==> config.mk <==
export PLATFORM = sky130hd
export DESIGN_NAME = distinct_value_counter
export DESIGN_NICKNAME = d
export VERILOG_FILES = /design/src/sv/dvc_pkg.sv /design/src/sv/dvc_front.sv /design/src/sv/dvc_back.sv /design/src/sv/distinct_value_counter.sv
export VERILOG_INCLUDE_DIRS = /design/src /design/src/sv
export SDC_FILE = /design/constraint.sdc
export NUM_CORES = 2
export LEC_CHECK = 0
export BUFFER_PORTS_ARGS = -buffer_cell sky130_fd_sc_hd__buf_2
export CORE_ASPECT_RATIO = 2
export CORE_MARGIN = 5
export CORE_UTILIZATION = 45
export CTS_CLUSTER_SIZE = 25
export DETAILED_ROUTE_END_ITERATION = 12
export SYNTH_ARGS = -nofsm -noshare
export SYNTH_HDL_FRONTEND = slang
export SYNTH_SLANG_ARGS = --single-unit
==> constraint.sdc <==
create_clock -name aclk -period 3.85 [get_ports aclk]
set_input_delay 0.1925 -clock aclk [delete_from_list [all_inputs] [get_ports aclk]]
set_output_delay 0.1925 -clock aclk [all_outputs]
set_load 0.03 [all_outputs]
==> src/sv/assert_macros.svh <==
// Assertion helper macros for the RTL of the distinct value counter.
// No dependencies; included by each module that carries assertions.
`ifndef ASSERT_MACROS_SVH
`define ASSERT_MACROS_SVH

// Checked at every rising clock edge while reset is released.
`define ASSERT_CLK(label, clk, rst_n, prop, msg) \
    label: assert property (@(posedge clk) disable iff (!rst_n) (prop)) else $error(msg);

// Checked at every rising clock edge, reset included.
`define ASSERT_ALWAYS(label, clk, prop, msg) \
    label: assert property (@(posedge clk) (prop)) else $error(msg);

`endif

==> src/sv/dvc_pkg.sv <==
// Package for the distinct value counter: sizes, types and state codes.
// No dependencies; used by dvc_front, dvc_back and distinct_value_counter.
`timescale 1ns / 1ps
`default_nettype none

package dvc_pkg;

    // Default table geometry.
    localparam int TABLE_DEPTH_DEF = 64;
    localparam int COUNT_WIDTH_DEF = 16;

    // Fixed field widths of the stream items.
    localparam int SAMPLE_W    = 32;
    localparam int OUT_COUNT_W = 16;
    localparam int CNT_EXT_W   = 32;
    localparam logic [CNT_EXT_W-1:0] OUT_COUNT_MAX = CNT_EXT_W'(65535);

    // Depth of the queue between front and back; a power of two.
    localparam int QUEUE_DEPTH = 2;

    // One queued request.
    typedef struct packed {
        logic signed [SAMPLE_W-1:0] sample_value;
    } dvc_item_t;

    // One result as it leaves the back end.
    typedef struct packed {
        logic                   was_dropped;
        logic                   is_new_entry;
        logic [OUT_COUNT_W-1:0] occurrence_count;
    } dvc_result_t;

    // Back end sequencer states.
    typedef enum logic [1:0] {
        ST_IDLE,
        ST_READ,
        ST_CHECK,
        ST_FINISH
    } dvc_state_t;

endpackage

`default_nettype wire

==> src/sv/dvc_front.sv <==
// Front end of the distinct value counter: accepts requests into a short queue.
// Depends on dvc_pkg.
`timescale 1ns / 1ps
`default_nettype none

module dvc_front (
    input  wire logic                         aclk,
    input  wire logic                         aresetn,
    input  wire logic                         s_tvalid,
    output logic                              s_tready,
    input  wire logic [dvc_pkg::SAMPLE_W-1:0] s_tdata,
    input  wire logic                         q_pop,
    output logic                              q_valid,
    output dvc_pkg::dvc_item_t                q_item
);

    localparam int QPTR_W = (dvc_pkg::QUEUE_DEPTH > 1) ? $clog2(dvc_pkg::QUEUE_DEPTH) : 1;
    localparam int QCNT_W = $clog2(dvc_pkg::QUEUE_DEPTH + 1);

    dvc_pkg::dvc_item_t q_mem [dvc_pkg::QUEUE_DEPTH];
    logic [QPTR_W-1:0]  wr_ptr_reg, wr_ptr_next;
    logic [QPTR_W-1:0]  rd_ptr_reg, rd_ptr_next;
    logic [QCNT_W-1:0]  fill_reg, fill_next;
    logic               push;
    logic               pop;

    // Handshake flags of the queue.
    assign s_tready = (fill_reg != QCNT_W'(dvc_pkg::QUEUE_DEPTH));
    assign q_valid  = (fill_reg != '0);
    assign push     = s_tvalid && s_tready;
    assign pop      = q_pop && q_valid;
    assign q_item   = q_mem[rd_ptr_reg];

    // Pointer and fill level updates.
    always_comb begin
        wr_ptr_next = push ? wr_ptr_reg + QPTR_W'(1) : wr_ptr_reg;
        rd_ptr_next = pop ? rd_ptr_reg + QPTR_W'(1) : rd_ptr_reg;
        fill_next   = fill_reg;
        if (push && !pop) begin
            fill_next = fill_reg + QCNT_W'(1);
        end else if (pop && !push) begin
            fill_next = fill_reg - QCNT_W'(1);
        end
    end

    always_ff @(posedge aclk) begin
        if (!aresetn) begin
            wr_ptr_reg <= '0;
            rd_ptr_reg <= '0;
            fill_reg   <= '0;
        end else begin
            wr_ptr_reg <= wr_ptr_next;
            rd_ptr_reg <= rd_ptr_next;
            fill_reg   <= fill_next;
        end
    end

    // Queue storage.
    always_ff @(posedge aclk) begin
        if (push) begin
            q_mem[wr_ptr_reg].sample_value <= s_tdata;
        end
    end

endmodule

`default_nettype wire

==> src/sv/dvc_back.sv <==
// Back end of the distinct value counter: table search, update and result register.
// Depends on dvc_pkg and assert_macros.svh.
`timescale 1ns / 1ps
`default_nettype none
`include "assert_macros.svh"

module dvc_back #(
    parameter int TABLE_DEPTH = dvc_pkg::TABLE_DEPTH_DEF,
    parameter int COUNT_WIDTH = dvc_pkg::COUNT_WIDTH_DEF
) (
    input  wire logic                aclk,
    input  wire logic                aresetn,
    input  wire logic                q_valid,
    input  wire dvc_pkg::dvc_item_t  q_item,
    output logic                     q_pop,
    output logic                     m_valid,
    input  wire logic                m_ready,
    output dvc_pkg::dvc_result_t     m_result
);

    localparam int IDX_W  = (TABLE_DEPTH > 1) ? $clog2(TABLE_DEPTH) : 1;
    localparam int USED_W = $clog2(TABLE_DEPTH + 1);
    localparam logic [COUNT_WIDTH-1:0] CNT_MAX = {COUNT_WIDTH{1'b1}};

    // Table memories.
    logic [dvc_pkg::SAMPLE_W-1:0] val_mem [TABLE_DEPTH];
    logic [COUNT_WIDTH-1:0]       cnt_mem [TABLE_DEPTH];

    dvc_pkg::dvc_state_t          state_reg, state_next;
    logic [USED_W-1:0]            used_reg, used_next;
    logic [IDX_W-1:0]             idx_reg, idx_next;
    logic [dvc_pkg::SAMPLE_W-1:0] val_reg, val_next;
    logic [dvc_pkg::SAMPLE_W-1:0] rd_val_reg;
    logic [COUNT_WIDTH-1:0]       rd_cnt_reg;
    logic                         out_valid_reg, out_valid_next;
    dvc_pkg::dvc_result_t         out_reg, out_next;

    logic                         out_free;
    logic                         hit;
    logic                         last;
    logic                         full;
    logic [COUNT_WIDTH-1:0]       new_cnt;
    logic [dvc_pkg::CNT_EXT_W-1:0] cnt_ext;
    logic [dvc_pkg::OUT_COUNT_W-1:0] sat_out;
    logic                         val_we;
    logic                         cnt_we;
    logic [IDX_W-1:0]             wr_addr;
    logic [COUNT_WIDTH-1:0]       wr_cnt;

    // Status of the current search.
    assign out_free = !out_valid_reg || m_ready;
    assign hit      = (rd_val_reg == val_reg);
    assign last     = ((USED_W'(idx_reg) + USED_W'(1)) == used_reg);
    assign full     = (used_reg == USED_W'(TABLE_DEPTH));

    // Saturating count increment and clamp to the output field.
    assign new_cnt = (rd_cnt_reg == CNT_MAX) ? rd_cnt_reg : rd_cnt_reg + COUNT_WIDTH'(1);
    assign cnt_ext = dvc_pkg::CNT_EXT_W'(new_cnt);
    assign sat_out = (cnt_ext > dvc_pkg::OUT_COUNT_MAX) ?
                     dvc_pkg::OUT_COUNT_MAX[dvc_pkg::OUT_COUNT_W-1:0] :
                     cnt_ext[dvc_pkg::OUT_COUNT_W-1:0];

    // Next state of the sequencer.
    always_comb begin
        state_next = state_reg;
        case (state_reg)
            dvc_pkg::ST_IDLE: begin
                if (q_valid && out_free) begin
                    state_next = (used_reg == '0) ? dvc_pkg::ST_FINISH : dvc_pkg::ST_READ;
                end
            end
            dvc_pkg::ST_READ: begin
                state_next = dvc_pkg::ST_CHECK;
            end
            dvc_pkg::ST_CHECK: begin
                if (hit) begin
                    state_next = dvc_pkg::ST_IDLE;
                end else if (last) begin
                    state_next = dvc_pkg::ST_FINISH;
                end else begin
                    state_next = dvc_pkg::ST_READ;
                end
            end
            dvc_pkg::ST_FINISH: begin
                state_next = dvc_pkg::ST_IDLE;
            end
            default: begin
                state_next = dvc_pkg::ST_IDLE;
            end
        endcase
    end

    // Datapath controls of the sequencer.
    always_comb begin
        q_pop          = 1'b0;
        val_we         = 1'b0;
        cnt_we         = 1'b0;
        wr_addr        = idx_reg;
        wr_cnt         = new_cnt;
        idx_next       = idx_reg;
        val_next       = val_reg;
        used_next      = used_reg;
        out_valid_next = out_valid_reg && !m_ready;
        out_next       = out_reg;
        case (state_reg)
            dvc_pkg::ST_IDLE: begin
                if (q_valid && out_free) begin
                    q_pop    = 1'b1;
                    val_next = q_item.sample_value;
                    idx_next = '0;
                end
            end
            dvc_pkg::ST_READ: begin
            end
            dvc_pkg::ST_CHECK: begin
                if (hit) begin
                    cnt_we         = 1'b1;
                    out_valid_next = 1'b1;
                    out_next.occurrence_count = sat_out;
                    out_next.is_new_entry     = 1'b0;
                    out_next.was_dropped      = 1'b0;
                end else if (!last) begin
                    idx_next = idx_reg + IDX_W'(1);
                end
            end
            dvc_pkg::ST_FINISH: begin
                out_valid_next = 1'b1;
                if (!full) begin
                    val_we    = 1'b1;
                    cnt_we    = 1'b1;
                    wr_addr   = used_reg[IDX_W-1:0];
                    wr_cnt    = COUNT_WIDTH'(1);
                    used_next = used_reg + USED_W'(1);
                    out_next.occurrence_count = dvc_pkg::OUT_COUNT_W'(1);
                    out_next.is_new_entry     = 1'b1;
                    out_next.was_dropped      = 1'b0;
                end else begin
                    out_next.occurrence_count = '0;
                    out_next.is_new_entry     = 1'b0;
                    out_next.was_dropped      = 1'b1;
                end
            end
            default: begin
            end
        endcase
    end

    // Control registers.
    always_ff @(posedge aclk) begin
        if (!aresetn) begin
            state_reg     <= dvc_pkg::ST_IDLE;
            used_reg      <= '0;
            out_valid_reg <= 1'b0;
        end else begin
            state_reg     <= state_next;
            used_reg      <= used_next;
            out_valid_reg <= out_valid_next;
        end
    end

    // Payload registers.
    always_ff @(posedge aclk) begin
        idx_reg <= idx_next;
        val_reg <= val_next;
        out_reg <= out_next;
    end

    // Table memories with registered read at the search index.
    always_ff @(posedge aclk) begin
        if (val_we) begin
            val_mem[wr_addr] <= val_reg;
        end
        if (cnt_we) begin
            cnt_mem[wr_addr] <= wr_cnt;
        end
        rd_val_reg <= val_mem[idx_reg];
        rd_cnt_reg <= cnt_mem[idx_reg];
    end

    assign m_valid  = out_valid_reg;
    assign m_result = out_reg;

    // Checks on the sequencer and the result register.
    `ASSERT_CLK(a_used_bound, aclk, aresetn, used_reg <= USED_W'(TABLE_DEPTH), "table fill exceeds depth")
    `ASSERT_CLK(a_check_after_read, aclk, aresetn, (state_reg == dvc_pkg::ST_CHECK) |-> ($past(state_reg) == dvc_pkg::ST_READ), "compare without a table read")
    `ASSERT_CLK(a_finish_result, aclk, aresetn, (state_reg == dvc_pkg::ST_FINISH) |=> out_valid_reg, "finished search left no result")
    `ASSERT_CLK(a_drop_fields, aclk, aresetn, (out_valid_reg && out_reg.was_dropped) |-> ((out_reg.occurrence_count == '0) && !out_reg.is_new_entry), "dropped result carries a count")

endmodule

`default_nettype wire

==> src/sv/distinct_value_counter.sv <==
// Distinct value counter: counts occurrences of each distinct 32-bit sample value.
// Instantiates dvc_front and dvc_back; depends on dvc_pkg.
//
// Usage:
// - Input channel s_*: one signed 32-bit sample per request in s_tdata.
// - Result channel m_*: one result per request, in request order, in m_tdata.
// - Requests enter a two-deep queue, so s_tready stays high while the table
//   search of an earlier request is under way, until the queue is full.
// - The search walks the table one entry at a time through the single
//   read port of the table memory, a read state and then a compare state
//   per entry: a value found at slot k gives its result once slots 0..k
//   are compared; a new or dropped value is compared with all N slots in
//   use, N being the number of slots in use, and then passes a finish state.
//   The back end takes the next request only once that search is over.
// - Reset empties the table and the queue at once; the table contents need
//   no clearing since only slots below the fill count are ever read.
// - When m_tready is low the result waits in the output register; the
//   queue keeps accepting until it is full, then s_tready drops.
`timescale 1ns / 1ps
`default_nettype none

module distinct_value_counter #(
    parameter int TABLE_DEPTH = dvc_pkg::TABLE_DEPTH_DEF,
    parameter int COUNT_WIDTH = dvc_pkg::COUNT_WIDTH_DEF
) (
    input  wire logic        aclk,
    input  wire logic        aresetn,
    input  wire logic        s_tvalid,
    output logic             s_tready,
    // [31:0] sample_value
    input  wire logic [31:0] s_tdata,
    output logic             m_tvalid,
    input  wire logic        m_tready,
    // [15:0] occurrence_count, [16] is_new_entry, [17] was_dropped, [23:18] zero
    output logic [23:0]      m_tdata
);

    logic                 q_valid;
    logic                 q_pop;
    dvc_pkg::dvc_item_t   q_item;
    dvc_pkg::dvc_result_t result;

    // Request queue.
    dvc_front u_front (
        .aclk     (aclk),
        .aresetn  (aresetn),
        .s_tvalid (s_tvalid),
        .s_tready (s_tready),
        .s_tdata  (s_tdata),
        .q_pop    (q_pop),
        .q_valid  (q_valid),
        .q_item   (q_item)
    );

    // Table search and update.
    dvc_back #(
        .TABLE_DEPTH (TABLE_DEPTH),
        .COUNT_WIDTH (COUNT_WIDTH)
    ) u_back (
        .aclk     (aclk),
        .aresetn  (aresetn),
        .q_valid  (q_valid),
        .q_item   (q_item),
        .q_pop    (q_pop),
        .m_valid  (m_tvalid),
        .m_ready  (m_tready),
        .m_result (result)
    );

    // Pack the result fields, padded to whole bytes.
    assign m_tdata = {6'b0, result.was_dropped, result.is_new_entry, result.occurrence_count};

endmodule

`default_nettype wire

### Word level (Yosys, flattened, before mapping)

Memories as Yosys holds them, arrays and structs flattened. A register that Yosys moved wholly into a read port is not among the register bits.
Index checks and enable logic that the tools add are counted.

| storage, ports and cells | value |
|---|---|
| bits in registers | 38 |
| latch bits | 0 |
| bits in writable memories | 3136 |
| memory bits (read-only) | 0 |
| bits of input ports | 36 |
| output and inout bits | 26 |
| logic and storage cells | 90 |
| memories kept | 3 |

| cells by class | value |
|---|---|
| add/sub/neg operators | 8 |
| multipliers | 0 |
| div/mod/pow operators | 0 |
| magnitude comparators | 1 |
| equal/unequal tests | 12 |
| shift-type cells | 0 |
| multiplexer cells | 34 |
| bitwise operators | 1 |
| reduce and logical (&&, ||, !) cells | 21 |

Memory list:

| memory | depth | width | rd ports | clocked after Yosys merged registers in | wr ports | line | RTL |
|---|---|---|---|---|---|---|---|
| u_back.val_mem | 64 | 32 | 1 | 1 | 1 | dvc_back.sv:26 | `logic [dvc_pkg::SAMPLE_W-1:0] val_mem [TABLE_DEPTH];` |
| u_back.cnt_mem | 64 | 16 | 1 | 1 | 1 | dvc_back.sv:27 | `logic [COUNT_WIDTH-1:0] cnt_mem [TABLE_DEPTH];` |
| u_front.q_mem | 2 | 32 | 1 | 1 | 1 | dvc_front.sv:20 | `dvc_pkg::dvc_item_t q_mem [dvc_pkg::QUEUE_DEPTH];` |

Operator list:

| kind | count |
|---|---|
| 16-bit two-way mux | 4 |
| 18-bit two-way mux | 2 |
| 18-bit one-hot mux with 2 select lines | 1 |
| 32-bit == test | 1 |
| 6-bit two-way mux | 5 |
| 16-bit by 1-bit adder with 16-bit output (second input constant) | 1 |
| 16-bit == test (second input constant) | 1 |
| 16-bit greater-than comparator (second input constant) | 1 |
| 1-bit two-way mux | 12 |
| 2-bit two-way mux | 6 |
| 6-bit one-hot mux with 2 select lines | 1 |
| 2-bit one-hot mux with 4 select lines | 1 |
| 2-bit nonzero test | 4 |
| 6-bit by 1-bit adder with 7-bit output (second input constant) | 1 |
| 7-bit by 1-bit adder with 7-bit output (second input constant) | 1 |
| 7-bit == test | 1 |
| 7-bit == test (second input constant) | 1 |
| 7-bit zero test | 1 |
| 6-bit by 1-bit adder with 6-bit output (second input constant) | 1 |
| 1-bit logical AND | 6 |
| 2-bit inequality test (second input constant) | 3 |
| 2-bit AND reduction | 3 |
| 2-bit == test (second input constant) | 2 |
| 1-bit zero test | 4 |
| other kinds (10) | 13 |

### Logic depth before layout (Yosys ltp)

| logic depth | value |
|---|---|
| depth in word-level cells | 9 |
| gate-level depth with buffers | 12 |

### Modules after synthesis

A second synthesis with hierarchy kept.

| second synthesis, totals | value |
|---|---|
| cells, all modules | 5503 |
| area total of the unflattened synthesis | 124613.3 um2 |

By module, submodules not included:

| module | instances | cells each | area an instance (um2) | seq. area each (um2) |
|---|---|---|---|---|
| dvc_back | 1 | 5372 | 122013.3 | 95091.2 |
| dvc_front | 1 | 124 | 2551.2 | 2021.9 |
| distinct_value_counter | 1 | 7 | 48.8 | 0.0 |

### Worst setup path after synthesis

OpenSTA, ideal clock, no wires.

| path | value |
|---|---|
| path kind | register to register |
| start point | reg u_back.rd_cnt_reg[0] (read register of u_back.cnt_mem) |
| end point | mem u_back.cnt_mem[0][11] (netlist bit), data pin |
| arrival time | 3.273 ns |
| required time | 3.351 ns |
| setup slack | 0.078 ns |
| cell stages (with the launch flop) | 9 |
| path buffers | 1 |
| period minus slack after synthesis | 3.772 ns |
| cell sequence | dfxtp_1 > ha_1 > nand4_1 > or4_1 > clkbuf_1 > nand2_1 > nor3_1 > xnor2_1 > nor2_1 |

| between the ends | value |
|---|---|
| cells in the longest elaborated chain, start to end | 4 |
| elaborated cells on any way between the ends | 5 |

Ends and longest elaborated chain:

| what | line | RTL |
|---|---|---|
| start, declared | dvc_back.sv:34 | `logic [COUNT_WIDTH-1:0] rd_cnt_reg;` |
| 16-bit by 1-bit adder with 16-bit output or 16-bit == test (tied branches) | dvc_back.sv:57 | `assign new_cnt = (rd_cnt_reg == CNT_MAX) ? rd_cnt_reg : rd_cnt_reg + COUNT_WIDTH'(1);` |
| 16-bit two-way mux * | dvc_back.sv:57 |  |
| 16-bit two-way mux | dvc_back.sv:128 | `if (!full) begin` |
| 16-bit two-way mux * | dvc_back.sv:105 | `case (state_reg)` |
| named net u_back.wr_cnt[11] | dvc_back.sv:48 | `logic [COUNT_WIDTH-1:0] wr_cnt;` |
| end, declared | dvc_back.sv:27 |  |

Mark *: on every way through the listed nets, which the timed path passes. The rest lies on a longest branch.

==> metrics.txt <==
Synth Area in Adders 0.000503; CP peak stage delay 0.76 ns; met3 WL post-DR approximately 26,000 um; Max Clock Skew around 0.05 ns; die height about 750 um; via count roughly 60,000; P_sw 35.1 mW; worst-margin pin slew approximately 1.4 ns; largest net degree at the start of global routing between 80 and 90; Hold Worst Slack 0.0675 ns; Worst path most repeated cell buf_12; max_cap viols 0; synth-to-layout area growth 15.0%; post-synthesis compound-gate area fraction 0.0178; first-pass GRT wire length about 460,000 um; syn_area_per_cell approximately 23 um2; Pre-antenna DRT Iters 7; Sw Share 0.323; Netlist cell types 63; Setup Viol. Count Final 0; Seq/Total Area, Yosys 0.781; xor/xnor share of the synthesized area 0.00430; clock-pin slew on the worst setup and hold paths 0.07 ns; Die Width around 380 um; Cell Pwr Density 759 mW/mm2; Regs by FF count u_back.val_mem (2048), u_back.cnt_mem (1024), u_front.q_mem (64); Slew HR 0.0494; CTS root buffer clkbuf_16; mux contribution to synthesized area 0.167; Max Freq around 0.28 GHz; HPWL Detailed 195,000 um; max layer used met5; startpoint types register; CP max FO 28; setup repair bufs after CTS 0; R2R cell count 9; total internal power about 73 mW; worst skew pair latency slightly below 0.9 ns; asr flop ratio synth 0; H-tree levels 5; sequential share of power 0.416; wire length on met2 around 160,000 um; DRC viols 0; Sum Neg Setup Slack 0 ns; gr ovfl total 0; hold violation count in the final report 0; port bufs between 50 and 60; CP arrival approximately 4.2 ns; static leakage ~45 nW; Combinational Power Share 0.316; Core Rows roughly 270; hold path depth 2; Final #Nets between 5,000 and 6,000; RSZ-0062 raised after global routing no; slowest stage cell, crit path nor4_1; Setup CP Type register to register; Global Route Usage Sum 0.224; CTS tree done; vias in the first global route between 60,000 and 70,000; predominant post-synthesis flop cell edfxtp_1; Post-Syn Instances 5,407; critical path's top delay family simple AND/OR/NAND/NOR gates; #FFs+latches synth 3,254; Slew Limit Fails 0; final worst path period share 0.923; min Tclk post-route about 3.6 ns; via-per-instance ratio 6.13; combinational family with the most area after synthesis multiplexers; Post-synth EDFFs about 3,200; drt wl/cell 33.4 um; Total Routed Length 325,000 um; total of warnings raised by yosys 0; M1 WL between 100,000 and 150,000 um; Critical Path End Type register; status finished clean; Bufs and invs on worst path 3; clock buffer depth 4; initial antenna violation count 13; DRT antenna net count 0; Total Power about 110 mW; Max VDD drop roughly 0.8 mV; critical-path cell list buf_12 -> buf_12 -> buf_4 -> mux4_2 -> and2_1 -> a211oi_1 -> a21oi_1 -> o21ai_0 -> nor4_1; Initial Util 0.451; share of post-route cells with drive strength above 1 0.311; max reg flops just over 2,000; 1st-iter DRT viols ~7,200; most flop-heavy register u_back.val_mem; Post-Synthesis Cell Area 0.124 mm2; Fill cells about 21,000; clock network power share 0.268; cts bufs inserted between 200 and 300; path category of the worst min-delay check primary input to register; Req. time, crit path around 4.5 ns; routability cong. just under 0.9; CP Depth 9; clock sinks about 3,300; core box area approximately 0.28 mm2; Simple-Gate Fraction of Synth Area 0.0149; total die area between 0.2 and 0.3 mm2; # IOs 62
## cell usage after synthesis, drive strengths merged, types with 2 or more instances
| cell type | number | share of area |
|---|---|---|
| or2 | 6 | 0.00030 |
| buf | 187 | 0.011 |
| a31oi | 14 | 0.00070 |
| o221ai | 2 | 0.00014 |
| mux4 | 830 | 0.15 |
| o31ai | 6 | 0.00036 |
| a2111oi | 6 | 0.00042 |
| dfxtp | 62 | 0.010 |
| xnor2 | 16 | 0.0011 |
| or3b | 2 | 0.00014 |
| o2bb2ai | 2 | 0.00014 |
| ha | 5 | 0.00050 |
| inv | 13 | 0.00039 |
| a221oi | 17 | 0.0012 |
| nor3b | 2 | 0.00012 |
| nor3 | 4 | 0.00016 |
| o21a | 5 | 0.00030 |
| and2 | 23 | 0.0012 |
| a211oi | 15 | 0.00091 |
| o211ai | 11 | 0.00066 |
| nor2 | 212 | 0.0064 |
| nand2 | 77 | 0.0023 |
| nor4 | 13 | 0.00070 |
| or3 | 2 | 0.00010 |
| xor2 | 45 | 0.0032 |
| edfxtp | 3192 | 0.77 |
| nand3b | 3 | 0.00018 |
| a221o | 5 | 0.00040 |
| clkbuf | 106 | 0.0032 |
| a21boi | 2 | 0.00012 |
| a22oi | 101 | 0.0061 |
| and3 | 7 | 0.00035 |
| nand4b | 2 | 0.00014 |
| o21ai | 55 | 0.0022 |
| nor2b | 8 | 0.00040 |
| mux2i | 166 | 0.013 |
| nand4 | 8 | 0.00040 |
| a21oi | 46 | 0.0019 |
| nand2b | 18 | 0.00091 |
| o22ai | 31 | 0.0016 |
| mux2 | 41 | 0.0037 |
| o21bai | 3 | 0.00018 |
| nand3 | 26 | 0.0010 |
## final timing paths
check / from / slack [ns] / endpoint
hold / removal: s_tdata[30] / 0.07 / u_front.q_mem[0][30]
setup reg to reg: u_back.idx_reg[1] / 0.30 / u_back.rd_val_reg[30]
setup / recovery: u_back.idx_reg[1] / 0.30 / u_back.rd_val_reg[30]
hold reg to reg: u_front.fill_reg[1] / 0.53 / u_front.fill_reg[1]
## kinds of logic (layout without fill, tap and decap cells)
| logic type | after synthesis | count (layout) |
|---|---|---|
| compound gates | 328 | 328 |
| xor+xnor | 61 | 61 |
| fa+ha+maj | 5 | 5 |
| buf+inv | 307 | 1040 |
| flops | 3254 | 3254 |
| mux | 1037 | 1037 |
| other cells | 1 | 11 |
| simple gates | 414 | 414 |
## worst reg2reg max path: stages, from the launching register on
cell and delay [ns]:
edfxtp_1 0.67, buf_12 0.32, buf_12 0.28, buf_4 0.27, mux4_2 0.20, and2_1 0.12
a211oi_1 0.05, a21oi_1 0.47, o21ai_0 0.20, nor4_1 0.76
## layer usage
| layer | global-route usage | vias to the layer above |
|---|---|---|
| met2 | 0.357 | 2832 |
| li1 | - | 23944 |
| met4 | 0.0654 | 6 |
| met1 | 0.324 | 32296 |
| met5 | 0 | - |
| met3 | 0.0364 | 503 |
## power groups by stage
stage / logic (mW) / registers [mW] / clock network, mW
after CTS: 34.6 / 45.1 / 29.6
after global routing: 36.1 / 45.2 / 31.1
after detailed placement: 34.5 / 45.8 / 0
after global placement: 33.8 / 45.8 / 0
final: 34.3 / 45.1 / 29.1
after floorplan: 18.8 / 47.2 / 0
## placed cells by master (no fill, tap or decap), drive strengths merged, types with 4 or more instances in the layout
| cell | netlist | routed |
|---|---|---|
| a2111oi | 6 | 6 |
| a211oi | 15 | 15 |
| a21oi | 46 | 46 |
| a221o | 5 | 5 |
| a221oi | 17 | 17 |
| a22oi | 101 | 101 |
| a31oi | 14 | 14 |
| and2 | 23 | 23 |
| and3 | 7 | 7 |
| buf | 187 | 478 |
| bufinv | 0 | 30 |
| clkbuf | 106 | 358 |
| clkinv | 1 | 92 |
| clkinvlp | 0 | 7 |
| conb | 1 | 6 |
| dfxtp | 62 | 62 |
| diode | 0 | 5 |
| dlygate4sd3 | 0 | 40 |
| edfxtp | 3192 | 3192 |
| ha | 5 | 5 |
| inv | 13 | 35 |
| mux2 | 41 | 41 |
| mux2i | 166 | 166 |
| mux4 | 830 | 830 |
| nand2 | 77 | 77 |
| nand2b | 18 | 18 |
| nand3 | 26 | 26 |
| nand4 | 8 | 8 |
| nor2 | 212 | 212 |
| nor2b | 8 | 8 |
| nor3 | 4 | 4 |
| nor4 | 13 | 13 |
| o211ai | 11 | 11 |
| o21a | 5 | 5 |
| o21ai | 55 | 55 |
| o22ai | 31 | 31 |
| o31ai | 6 | 6 |
| or2 | 6 | 6 |
| xnor2 | 16 | 16 |
| xor2 | 45 | 45 |
## through the flow
stage	setup WS, ns	utilization	std cells	cell area [um2]
floorplan	0.0781	-	5412	124000
detailed placement	0.349	0.483	9172	133000
global placement	0.293	0.483	9172	133000
global route	0.261	0.519	9721	143000
CTS	0.318	0.519	9720	143000
finish	0.297	0.519	9725	143000
## area by class of cell
cell class / instances / area [um2] / share of cell area
multi-input cells: 1851 / 26300 / 0.184
clock buffers: 358 / 7700 / 0.0538
well taps: 3575 / 4470 / 0.0313
repair buffers: 518 / 5750 / 0.0402
diodes: 5 / 12.5 / 0.0000875
clock inverters: 150 / 1630 / 0.0114
flip-flops and latches: 3254 / 97100 / 0.679
inverters: 14 / 60.1 / 0.000420
## repair_timing
action,in CTS,in global routing
hold buffers,40,0
hold endpoints to repair,110,0
gates resized for setup,0,0
Note: power is estimated with default switching activity, not from simulation.
